`src/sv/usc_pkg.sv`:
```
package usc_pkg;

	localparam int DvdW  = 32;  // seconds input width
	localparam int DayW  = 16;  // whole days since the epoch fit in 16 bits
	localparam int UnitW = 16;  // width of the shared compare/subtract unit

	// reciprocals: multiply and shift gives the exact quotient
	localparam logic [DvdW-1:0] RecipSixty = 32'h8888_8889;  // ceil(2^37 / 60), any 32-bit value
	localparam logic [DvdW-1:0] RecipThree = 32'hAAAA_AAAB;  // ceil(2^33 / 3), any 32-bit value
	localparam logic [DvdW-1:0] RecipSeven = 32'h2492_4925;  // ceil(2^32 / 7), below 2^16 only
	localparam int ShiftSixty = 37;
	localparam int ShiftDay   = 36;  // divide by 3, then by 8
	localparam int ShiftWeek  = 32;

	localparam logic [2:0] DaysPerWeek  = 3'd7;
	localparam logic [2:0] EpochWeekday = 3'd4;

	localparam logic [11:0] EpochYear    = 12'd1970;
	localparam logic [8:0]  EpochYearMod = 9'd370;  // 1970 mod 400
	localparam logic [8:0]  LastYearMod  = 9'd399;
	localparam logic [8:0]  DaysYear     = 9'd365;
	localparam logic [8:0]  DaysLeapYear = 9'd366;
	localparam logic [3:0]  MonFeb       = 4'd1;
	localparam logic [3:0]  MonDec       = 4'd11;

	localparam logic [4:0] MonthLen [12] = '{
		5'd31, 5'd28, 5'd31, 5'd30, 5'd31, 5'd30,
		5'd31, 5'd31, 5'd30, 5'd31, 5'd30, 5'd31
	};

	typedef enum logic [2:0] {
		ST_IDLE,
		ST_DSEC,
		ST_DMIN,
		ST_DHOUR,
		ST_DWDAY,
		ST_YEAR,
		ST_MONTH,
		ST_DONE
	} state_t;

	typedef struct packed {
		logic busy;  // item in work or result waiting in the core
		logic done;  // result fields are final
	} stat_t;

	typedef struct packed {
		logic [5:0]  second_of_minute;
		logic [5:0]  minute_of_hour;
		logic [4:0]  hour_of_day;
		logic [4:0]  day_of_month;
		logic [3:0]  month_index;
		logic [11:0] year_number;
		logic [2:0]  weekday;
		logic [8:0]  day_of_year;
	} cal_t;

	// leap rule on the year mod 400
	function automatic logic is_leap(input logic [8:0] ymod);
		is_leap = (ymod[1:0] == 2'd0) &&
			!((ymod == 9'd100) || (ymod == 9'd200) || (ymod == 9'd300));
	endfunction

	function automatic logic [8:0] month_days(input logic [3:0] mon, input logic leap);
		logic [8:0] len;
		len = 9'(MonthLen[mon]);
		if (mon == MonFeb && leap) begin
			len = len + 9'd1;
		end
		month_days = len;
	endfunction

endpackage

```
`src/sv/usc_subcmp.sv`:
```
module usc_subcmp (
	input  logic [usc_pkg::UnitW-1:0] a,
	input  logic [usc_pkg::UnitW-1:0] b,
	output logic                      ge,
	output logic [usc_pkg::UnitW-1:0] diff
);

	logic [usc_pkg::UnitW:0] full;

	// one subtractor; the borrow gives the compare
	assign full = {1'b0, a} - {1'b0, b};
	assign ge   = ~full[usc_pkg::UnitW];
	assign diff = full[usc_pkg::UnitW-1:0];

endmodule

```
`src/sv/usc_core.sv`:
```
module usc_core (
	input  logic                     clk,
	input  logic                     arst_n,
	input  logic                     start,
	input  logic [usc_pkg::DvdW-1:0] secs,
	input  logic                     ack,
	output usc_pkg::stat_t           stat,
	output usc_pkg::cal_t            res
);

	usc_pkg::state_t state_q, state_d;

	logic [usc_pkg::DvdW-1:0] dvd_q;
	logic [usc_pkg::DayW-1:0] days_q;
	logic [8:0]  ymod_q;
	logic [11:0] year_q;
	logic [3:0]  mon_q;
	logic        leap_q;
	logic [8:0]  yday_q;
	logic [5:0]  sec_q;
	logic [5:0]  min_q;
	logic [4:0]  hour_q;
	logic [2:0]  wday_q;

	logic [usc_pkg::DvdW-1:0]   recip;
	logic [2*usc_pkg::DvdW-1:0] prod;
	logic [usc_pkg::DvdW-1:0]   q60;
	logic [usc_pkg::DayW-1:0]   q24;
	logic [2:0]                 q7;
	logic [5:0]                 rem60;
	logic [4:0]                 hour_nx;
	logic [2:0]                 rem7;
	logic [2:0]                 wday_nx;
	logic [usc_pkg::UnitW-1:0]  ua, ub, diff;
	logic                       ge;
	logic [8:0]                 ylen;
	logic [8:0]                 mlen;
	logic                       cur_leap;

	usc_subcmp u_subcmp (
		.a    (ua),
		.b    (ub),
		.ge   (ge),
		.diff (diff)
	);

	assign cur_leap = usc_pkg::is_leap(ymod_q);
	assign ylen     = cur_leap ? usc_pkg::DaysLeapYear : usc_pkg::DaysYear;
	assign mlen     = usc_pkg::month_days(mon_q, leap_q);

	assign ua = days_q;
	assign ub = {{(usc_pkg::UnitW-9){1'b0}}, (state_q == usc_pkg::ST_MONTH) ? mlen : ylen};

	// one 32x32 multiplier, one division per cycle
	assign recip = (state_q == usc_pkg::ST_DHOUR) ? usc_pkg::RecipThree :
		(state_q == usc_pkg::ST_DWDAY) ? usc_pkg::RecipSeven : usc_pkg::RecipSixty;
	assign prod  = 64'(dvd_q) * 64'(recip);
	assign q60   = usc_pkg::DvdW'(prod >> usc_pkg::ShiftSixty);
	assign q24   = prod[usc_pkg::ShiftDay+usc_pkg::DayW-1:usc_pkg::ShiftDay];
	assign q7    = prod[usc_pkg::ShiftWeek+2:usc_pkg::ShiftWeek];

	// remainders are small, so only low bits matter:
	// x - 60q = x + 4q mod 64, x - 24q = x + 8q mod 32, x - 7q = x + q mod 8
	assign rem60   = dvd_q[5:0] + {q60[3:0], 2'b00};
	assign hour_nx = dvd_q[4:0] + {q24[1:0], 3'b000};
	assign rem7    = dvd_q[2:0] + q7;
	assign wday_nx = (rem7 >= usc_pkg::DaysPerWeek - usc_pkg::EpochWeekday) ?
		rem7 - (usc_pkg::DaysPerWeek - usc_pkg::EpochWeekday) :
		rem7 + usc_pkg::EpochWeekday;

	always_comb begin
		state_d = state_q;
		unique case (state_q)
			usc_pkg::ST_IDLE: begin
				if (start) begin
					state_d = usc_pkg::ST_DSEC;
				end
			end
			usc_pkg::ST_DSEC:  state_d = usc_pkg::ST_DMIN;
			usc_pkg::ST_DMIN:  state_d = usc_pkg::ST_DHOUR;
			usc_pkg::ST_DHOUR: state_d = usc_pkg::ST_DWDAY;
			usc_pkg::ST_DWDAY: state_d = usc_pkg::ST_YEAR;
			usc_pkg::ST_YEAR: begin
				if (!ge) state_d = usc_pkg::ST_MONTH;
			end
			usc_pkg::ST_MONTH: begin
				if (!ge || mon_q == usc_pkg::MonDec) state_d = usc_pkg::ST_DONE;
			end
			usc_pkg::ST_DONE: begin
				if (ack) state_d = usc_pkg::ST_IDLE;
			end
			default: state_d = usc_pkg::ST_IDLE;
		endcase
	end

	always_ff @(posedge clk or negedge arst_n) begin
		if (!arst_n) begin
			state_q <= usc_pkg::ST_IDLE;
		end else begin
			state_q <= state_d;
		end
	end

	always_ff @(posedge clk) begin
		unique case (state_q)
			usc_pkg::ST_IDLE: begin
				dvd_q <= secs;
			end
			usc_pkg::ST_DSEC: begin
				sec_q <= rem60;
				dvd_q <= q60;
			end
			usc_pkg::ST_DMIN: begin
				min_q <= rem60;
				dvd_q <= q60;
			end
			usc_pkg::ST_DHOUR: begin
				hour_q <= hour_nx;
				days_q <= q24;
				dvd_q  <= {{(usc_pkg::DvdW-usc_pkg::DayW){1'b0}}, q24};
			end
			usc_pkg::ST_DWDAY: begin
				wday_q <= wday_nx;
				year_q <= usc_pkg::EpochYear;
				ymod_q <= usc_pkg::EpochYearMod;
			end
			usc_pkg::ST_YEAR: begin
				if (ge) begin
					days_q <= diff;
					year_q <= year_q + 12'd1;
					ymod_q <= (ymod_q == usc_pkg::LastYearMod) ? 9'd0 : ymod_q + 9'd1;
				end else begin
					yday_q <= days_q[8:0];
					leap_q <= cur_leap;
					mon_q  <= '0;
				end
			end
			usc_pkg::ST_MONTH: begin
				if (ge && mon_q != usc_pkg::MonDec) begin
					days_q <= diff;
					mon_q  <= mon_q + 4'd1;
				end
			end
			usc_pkg::ST_DONE: begin
			end
			default: begin
			end
		endcase
	end

	assign stat.busy = (state_q != usc_pkg::ST_IDLE);
	assign stat.done = (state_q == usc_pkg::ST_DONE);

	assign res.second_of_minute = sec_q;
	assign res.minute_of_hour   = min_q;
	assign res.hour_of_day      = hour_q;
	assign res.day_of_month     = days_q[4:0] + 5'd1;
	assign res.month_index      = mon_q;
	assign res.year_number      = year_q;
	assign res.weekday          = wday_q;
	assign res.day_of_year      = yday_q;

endmodule

```
`src/sv/unix_seconds_to_calendar.sv`:
```
// Channel  Dir  Handshake              Beat payload
// secs     in   secs_valid/secs_stall  unix_seconds[31:0]
// cal      out  cal_valid/cal_stall    second, minute, hour, day, month, year,
//                                      weekday, day_of_year
//
// One beat runs reciprocal multiplication (divide by 60, 60, 24, then 7 for the
// weekday), then a subtract step for each whole year past 1970 plus a final
// compare, one for each month stepped plus a final compare, and a move into the
// output register; the conversion time is set by the year walk on the shared
// compare/subtract unit.
// arst_n clears the sequencer and the output valid; no datapath reset.
// secs_stall is high from acceptance until the result moves to the output
// register; the next beat is taken while the previous result sits unclaimed.
module unix_seconds_to_calendar (
	input  logic        clk,
	input  logic        arst_n,
	input  logic        secs_valid,
	output logic        secs_stall,
	input  logic [31:0] unix_seconds,
	output logic        cal_valid,
	input  logic        cal_stall,
	output logic [5:0]  second_of_minute,
	output logic [5:0]  minute_of_hour,
	output logic [4:0]  hour_of_day,
	output logic [4:0]  day_of_month,
	output logic [3:0]  month_index,
	output logic [11:0] year_number,
	output logic [2:0]  weekday,
	output logic [8:0]  day_of_year
);

	usc_pkg::stat_t stat;
	usc_pkg::cal_t  core_res;
	usc_pkg::cal_t  out_q;
	logic           cal_valid_q;
	logic           start;
	logic           load;

	// core only takes a beat from its idle state
	assign secs_stall = stat.busy;
	assign start      = secs_valid && !stat.busy;

	// output slot is free when empty or being drained this cycle
	assign load = stat.done && (!cal_valid_q || !cal_stall);

	usc_core u_core (
		.clk    (clk),
		.arst_n (arst_n),
		.start  (start),
		.secs   (unix_seconds),
		.ack    (load),
		.stat   (stat),
		.res    (core_res)
	);

	always_ff @(posedge clk or negedge arst_n) begin
		if (!arst_n) begin
			cal_valid_q <= 1'b0;
		end else if (load) begin
			cal_valid_q <= 1'b1;
		end else if (!cal_stall) begin
			cal_valid_q <= 1'b0;
		end
	end

	always_ff @(posedge clk) begin
		if (load) begin
			out_q <= core_res;
		end
	end

	assign cal_valid        = cal_valid_q;
	assign second_of_minute = out_q.second_of_minute;
	assign minute_of_hour   = out_q.minute_of_hour;
	assign hour_of_day      = out_q.hour_of_day;
	assign day_of_month     = out_q.day_of_month;
	assign month_index      = out_q.month_index;
	assign year_number      = out_q.year_number;
	assign weekday          = out_q.weekday;
	assign day_of_year      = out_q.day_of_year;

endmodule

```
`config.mk`:
```
export PLATFORM = sky130hd
export DESIGN_NAME = unix_seconds_to_calendar
export DESIGN_NICKNAME = d
export VERILOG_FILES = /design/src/sv/usc_pkg.sv /design/src/sv/usc_subcmp.sv /design/src/sv/usc_core.sv /design/src/sv/unix_seconds_to_calendar.sv
export SDC_FILE = /design/constraint.sdc
export NUM_CORES = 2
export LEC_CHECK = 0
export BUFFER_PORTS_ARGS = -buffer_cell sky130_fd_sc_hd__buf_2
export CAP_MARGIN = 40
export CORE_MARGIN = 8
export CORE_UTILIZATION = 60
export DETAILED_ROUTE_END_ITERATION = 7
export PLACE_DENSITY = 0.8
export SYNTH_ARGS = -nofsm -noshare
export SYNTH_HDL_FRONTEND = slang
export SYNTH_HIERARCHICAL = 1
export SYNTH_SLANG_ARGS = --single-unit
```
`constraint.sdc`:
```
create_clock -name clk -period 8.59 [get_ports clk]
set_input_delay 0.859 -clock clk [delete_from_list [all_inputs] [get_ports clk]]
set_output_delay 0.859 -clock clk [all_outputs]
set_load 0.01 [all_outputs]
```
Word level (Yosys, flattened, before mapping). Memory sizes are Yosys's and may differ from the RTL's. Index checks and enable logic that the tools add are counted.

Reductions and logical operators: 26. Add/subtract/negate cells: 11. Bitwise operators: 2. Eq/ne operators: 21. Muxes and demuxes: 27. $lt $le $gt $ge: 2. Multipliers: 1.

Operators by type and width (number): 32-bit one-hot mux with 3 select lines (1); 32-bit by 32-bit multiplier with 64-bit output (1); 32-bit 2-to-1 mux (2); 16-bit one-hot mux with 3 select lines (1); 9-bit 2-to-1 mux (4); 16-bit 2-to-1 mux (2); 12-bit one-hot mux with 2 select lines (1); 3-bit one-hot mux with 8 select lines (1); 9-bit equality test (second input constant) (2); 9-bit one-hot mux with 2 select lines (1); 16-bit by 9-bit subtractor with 17-bit output (1); 3-bit 2-to-1 mux (5); 12-bit by 1-bit adder with 12-bit output (second input constant) (1); 3-bit equality test (second input constant) (4); 12-bit 2-to-1 mux (1); 5-bit 2-to-1 mux (2); 2-bit inequality test (second input constant) (5); 9-bit by 1-bit adder with 9-bit output (second input constant) (1); 9-bit by 7-bit equality test with 1-bit output (second input constant) (1); 9-bit by 8-bit equality test with 1-bit output (second input constant) (1); 3-bit nonzero test (3); 4-bit 2-to-1 mux (2); 4-bit one-hot mux with 2 select lines (1); 5-bit by 1-bit adder with 6-bit output (second input constant) (1); other kinds (29) (45).

Input bits: 36. Memories kept: 1. Bits in read-only memories: 80. Flip-flop bits (word level): 157. Output and inout port bits: 52. Logic and storage cells: 112.

Memory list: (name not given) (depth 16, bits a word 5, read ports 1, clocked after Yosys merged registers in 0, write ports 0, RTL line usc_pkg.sv:66) `len = 9'(MonthLen[mon]);`.

Longest topological paths before layout.
Word-level depth: 12. Depth in mapped cells: 38.

Modules after synthesis. Netlist, hierarchy kept.

Modules (own cells, without submodules): usc_core (cells each 2700, area an instance 27273.7 um^2, times used 1); unix_seconds_to_calendar (cells each 54, area an instance 1551.5 um^2, times used 1); usc_subcmp (cells each 133, area an instance 947.2 um^2, times used 1).

Worst setup path after synthesis. No wires, ideal clock.

Kind: register to register. Start: register u_core.state_q[0]. End: register u_core.wday_q[1], data pin. Setup time: 254 ps. Cell stages (with the launch flop): 36. Required time: 8336 ps. Slack: -247 ps. Arrival time: 8582 ps. Cells stage by stage: dfrtp_1 -> buf_2 -> nor2b_1 -> nand2_1 -> inv_1 -> buf_1 -> nand2_1 -> inv_1 -> ha_1 -> fa_1 -> fa_1 -> inv_1 -> fa_1 -> inv_1 -> fa_1 -> inv_1 -> fa_1 -> inv_1 -> fa_1 -> fa_1 -> ha_1 -> and4_4 -> and4_2 -> and2_1 -> nand3_1 -> and4_1 -> o21bai_1 -> xor2_1 -> fa_1 -> xnor2_1 -> xnor2_1 -> xnor2_1 -> inv_1 -> ha_1 -> or3_1 -> o21a_1.

Cells in the longest elaborated chain, start to end: 7. Elaborated cells on any way between the ends: 10.

Ends and longest elaborated chain: from (decl) (RTL line usc_core.sv:11) `usc_pkg::state_t state_q, state_d;`; from (signal assigned) (RTL line usc_core.sv:98) `state_q <= usc_pkg::ST_IDLE;`; from (signal assigned) (RTL line usc_core.sv:100) `state_q <= state_d;`; 3-bit equality test (RTL line usc_core.sv:56) `(state_q == usc_pkg::ST_DWDAY) ? usc_pkg::RecipSeven : usc_pkg::RecipSixty;`; 32-bit 2-to-1 mux (RTL line usc_core.sv:56); 32-bit 2-to-1 mux * (RTL line usc_core.sv:55) `assign recip = (state_q == usc_pkg::ST_DHOUR) ? usc_pkg::RecipThree :`; 32-bit by 32-bit multiplier with 64-bit output * (RTL line usc_core.sv:57) `assign prod = 64'(dvd_q) * 64'(recip);`; 3-bit adder * (RTL line usc_core.sv:66) `assign rem7 = dvd_q[2:0] + q7;`; 3-bit adder (tied with other cells) (RTL line usc_core.sv:69) `rem7 + usc_pkg::EpochWeekday;`; 3-bit 2-to-1 mux * (RTL line usc_core.sv:67) `assign wday_nx = (rem7 >= usc_pkg::DaysPerWeek - usc_pkg::EpochWeekday) ?`; net u_core.wday_nx[1] (RTL line usc_core.sv:33) `logic [2:0] wday_nx;`; to (signal assigned) (RTL line usc_core.sv:123) `wday_q <= wday_nx;`; to (decl) (RTL line usc_core.sv:23) `logic [2:0] wday_q;`.

The timed path passes the listed nets; every way through them passes the cells marked *. A chain may end at the register's enable or synchronous reset.

Worst setup path after layout. Ends and elaborated chain as after synthesis.

==> run_results.csv <==
group,metric,value,unit
run_status,status,"finished with violations",
run_status,violations,"setup timing",
hold_path,hold_path_class,"input pin to async pin",
critical_path,crit_arrival,8.87,ns
floorplanning,io_pins,88,
grt,antenna_found_initial,2,
critical_path,r2r_start,"u_core/state_q[0]",
placed_design,dp_cells,4075,
grt,overflow,0,
routing,route.detailed.drc,0,
timing,layout_setup_ws,-0.0721,ns
timing,setup_viol,5,
layout,drive_above_1_share,24.1,%
clock_network,cts_tree,"yes",
layout,utilization,74.2,%
critical_path,ff2ff_setup_slack,-0.07,ns
run,cap_violations,0,
synth,synth_warnings,6,
routing,drt_iter0_markers,2289,
grt,grt_first_pass_wirelength,147,mm
placed_design,place_hpwl,85.7,mm
routing,viasPerCell,5.65,
synth,syn_inst,2887,
layout,area_growth,22.0,%
routing,num_vias,23300,
routing,dr.max_layer_used,"met4",
synth,yosysUniqueCellTypes,81,
synth,ys_async_sr_fraction,2.55,%
placed_design,io_buffers,87,
synth,syn_area_per_cell,10.3,um^2
layout,fin_nets,4452,
placed_design,place_ws,-0.404,ns
critical_path,critical_path.startpoint_type,"flop",
synth,yosysSeqAreaShare,15.8,%
timing,finalCriticalPeriod,8.66,ns
floorplanning,rows,81,
timing,worst_pin_slew,0.879,ns
timing,fmax,115,MHz
routing,drt-total-wl,97.4,mm
placed_design,routabilityCongestion,1.04,
timing,slew_headroom,41.4,%
routing,drtPass1Iterations,6,
critical_path,slowest_stage,"fa_1",
grt,grtUsageTotal,34.5,%
critical_path,crit_top_cell,"fa_1",
critical_path,critPathKind,"flop to flop",
routing,ant_nets,0,
layout,fin_cells,4129,
floorplanning,start_util,60.8,%
routing,wl_met3,7.19,mm
floorplanning,fp.dieW,239,um
clock_network,cts_made_buffers,17,
synth,ys.flop_type,"edfxtp_1",
critical_path,worstPathRequired,8.80,ns
timing,slew_viol_final,0,
critical_path,r2r_cells,31,
synth,syn_area,29800,um^2
routing,wl_met2,46.7,mm
routing,wl_per_cell,23.6,um
synth,synth_enable_flop_cells,153,
floorplanning,fp.dieH,239,um
clock_network,clock_path_buffers,2,
floorplanning,design.die.area,57000,um^2
clock_network,insertion_delay,0.44,ns
clock_network,cts_sinks,157,
timing,final-hold-violation-count,0,
clock_network,cts_hold_buf,0,
critical_path,crit_path_start,"u_core/state_q[0]",
timing,rsz0062_at_grt,"true",
timing,period_share,101,%
timing,fin_skew,0.0124,ns
critical_path,end_kind,"flop",
clock_network,root_buffer,"clkbuf_16",
critical_path,critPathMaxStageDelay,0.58,ns
clock_network,clkTransAtPathRegs,0.08,ns
routing,wl_met1,36.4,mm
clock_network,htreeDepth,4,
critical_path,r2r_end,"u_core/wday_q[1]",
grt,grt_max_degree,52,
synth,synth-seq-cells,157,
floorplanning,coreArea,49000,um^2
grt,grt_pass1_vias,25400,
critical_path,path_max_fanout,10,
critical_path,cp-endpoint,"u_core/wday_q[1]",
[worst min path at each step]
stage,start,end,slack [ns]
floorplan,u_core/yday_q[0],day_of_year[0],0.40
global placement,u_core/yday_q[4],day_of_year[4],0.40
detailed placement,u_core/min_q[3],minute_of_hour[3],0.41
CTS,arst_n,cal_valid,0.20
global route,arst_n,u_core/state_q[0],0.21
finish,arst_n,u_core/state_q[0],0.21
[metal layers]
layer / vias up / global-route usage [%]
met5: - / 0
met3: 306 / 5.05
met1: 11700 / 42.5
met4: 0 / 20.6
li1: 10200 / -
met2: 1144 / 57.4
[state kept, by name (all words and copies together) (netlist names), 6 cells and up]
name / count
u_core/min_q: 6
day_of_year: 9
u_core/sec_q: 6
u_core/ymod_q: 9
second_of_minute: 6
u_core/days_q: 16
u_core/year_q: 12
minute_of_hour: 6
u_core/dvd_q: 32
year_number: 12
u_core/yday_q: 9
[cell usage after synthesis, types with 6 or more instances]
| master | number | share of area [%] |
|---|---|---|
| a211oi_1 | 13 | 0.33 |
| a21o_1 | 18 | 0.45 |
| a21oi_1 | 99 | 1.7 |
| a22oi_1 | 6 | 0.15 |
| a31oi_1 | 6 | 0.13 |
| and2_1 | 45 | 0.95 |
| and3_1 | 71 | 1.5 |
| clkbuf_1 | 39 | 0.49 |
| edfxtp_1 | 153 | 15 |
| fa_1 | 579 | 39 |
| ha_1 | 387 | 16 |
| inv_1 | 798 | 10 |
| mux2i_1 | 8 | 0.27 |
| nand2_1 | 156 | 2.0 |
| nand2b_1 | 6 | 0.13 |
| nand3_1 | 42 | 0.71 |
| nand4_1 | 22 | 0.46 |
| nor2_1 | 79 | 1.0 |
| nor2b_1 | 9 | 0.19 |
| nor3_1 | 25 | 0.42 |
| o211ai_1 | 11 | 0.28 |
| o21a_1 | 12 | 0.30 |
| o21ai_0 | 67 | 1.1 |
| o21ai_1 | 7 | 0.12 |
| o21bai_1 | 12 | 0.30 |
| o31ai_1 | 7 | 0.18 |
| or2_2 | 32 | 0.67 |
| or3_1 | 6 | 0.13 |
| xnor2_1 | 40 | 1.2 |
| xor2_1 | 34 | 1.0 |
[critical path, delay by kind of cell, from the launching register on]
| family | cells | cell delay, ns |
|---|---|---|
| buffers and inverters | 6 | 0.70 |
| xor gates and xnor gates | 4 | 0.61 |
| AOI/OAI and AO/OA | 2 | 0.28 |
| adders and majority gates | 11 | 4.64 |
| DFF | 1 | 0.44 |
| and+or+nand+nor | 8 | 1.73 |
[cell usage in the layout (no fill, tap or decap), types with 10 or more instances in the layout]
cell	Yosys	final
nor2_1	79	76
ha_4	0	40
o211ai_1	11	11
buf_2	2	87
o21ai_0	67	55
ha_1	387	339
conb_1	2	14
and2_1	45	42
nand4_1	22	22
a21oi_2	2	13
xnor2_1	40	37
o21ai_1	7	14
xor2_1	34	33
nand2_1	156	150
buf_4	0	480
fa_2	0	25
clkbuf_16	0	17
or2_2	32	22
inv_2	0	12
nor3_1	25	19
a21o_1	18	18
o21a_1	12	11
and3_1	71	60
fa_1	579	554
edfxtp_1	153	153
or2_4	0	10
inv_1	798	785
a21oi_1	99	86
nand3_1	42	41
o21bai_1	12	12
[area by class of cell]
type	instances	area (um^2)
Clock buffer	17	425
Tap cell	664	831
Multi-Input combinational cell	1894	23000
Timing Repair Buffer	580	4230
Inverter	800	3000
Antenna cell	2	5.00
Fill cell	3430	12600
Sequential cell	157	4700
Clock inverter	15	169
[timing repair]
action / in CTS / in global routing
setup endpoints to repair: 29 / 45
setup buffers: 11 / 9
pin swaps: 42 / 87
resized for setup: 72 / 135
cloned: 0 / 0
[through the flow]
step,TNS (ns),hold WS (ns),instance area [um^2]
4_1_cts,-0.0757,0.202,35700
6_report,-0.164,0.214,36300
3_5_place_dp,-4.28,0.405,34500
3_3_place_gp,-2.13,0.403,34500
5_1_grt,-2.39,0.206,36300
2_1_floorplan,0,0.400,29800
[cells by family (layout without fill, tap and decap cells)]
group / Yosys count / in the layout / share of synthesized area [%]
fa+ha+maj: 966 / 966 / 55.2
buf+inv: 848 / 1412 / 10.8
simple gates: 519 / 519 / 8.83
compound gates: 308 / 308 / 6.79
flops: 157 / 157 / 15.8
xor+xnor: 74 / 74 / 2.18
mux: 13 / 13 / 0.458
other cells: 2 / 16 / 0.0252
Power is left out: the tool's default activity adds up to more than one toggle a clock period on the data nets, which glitch-free logic cannot reach.
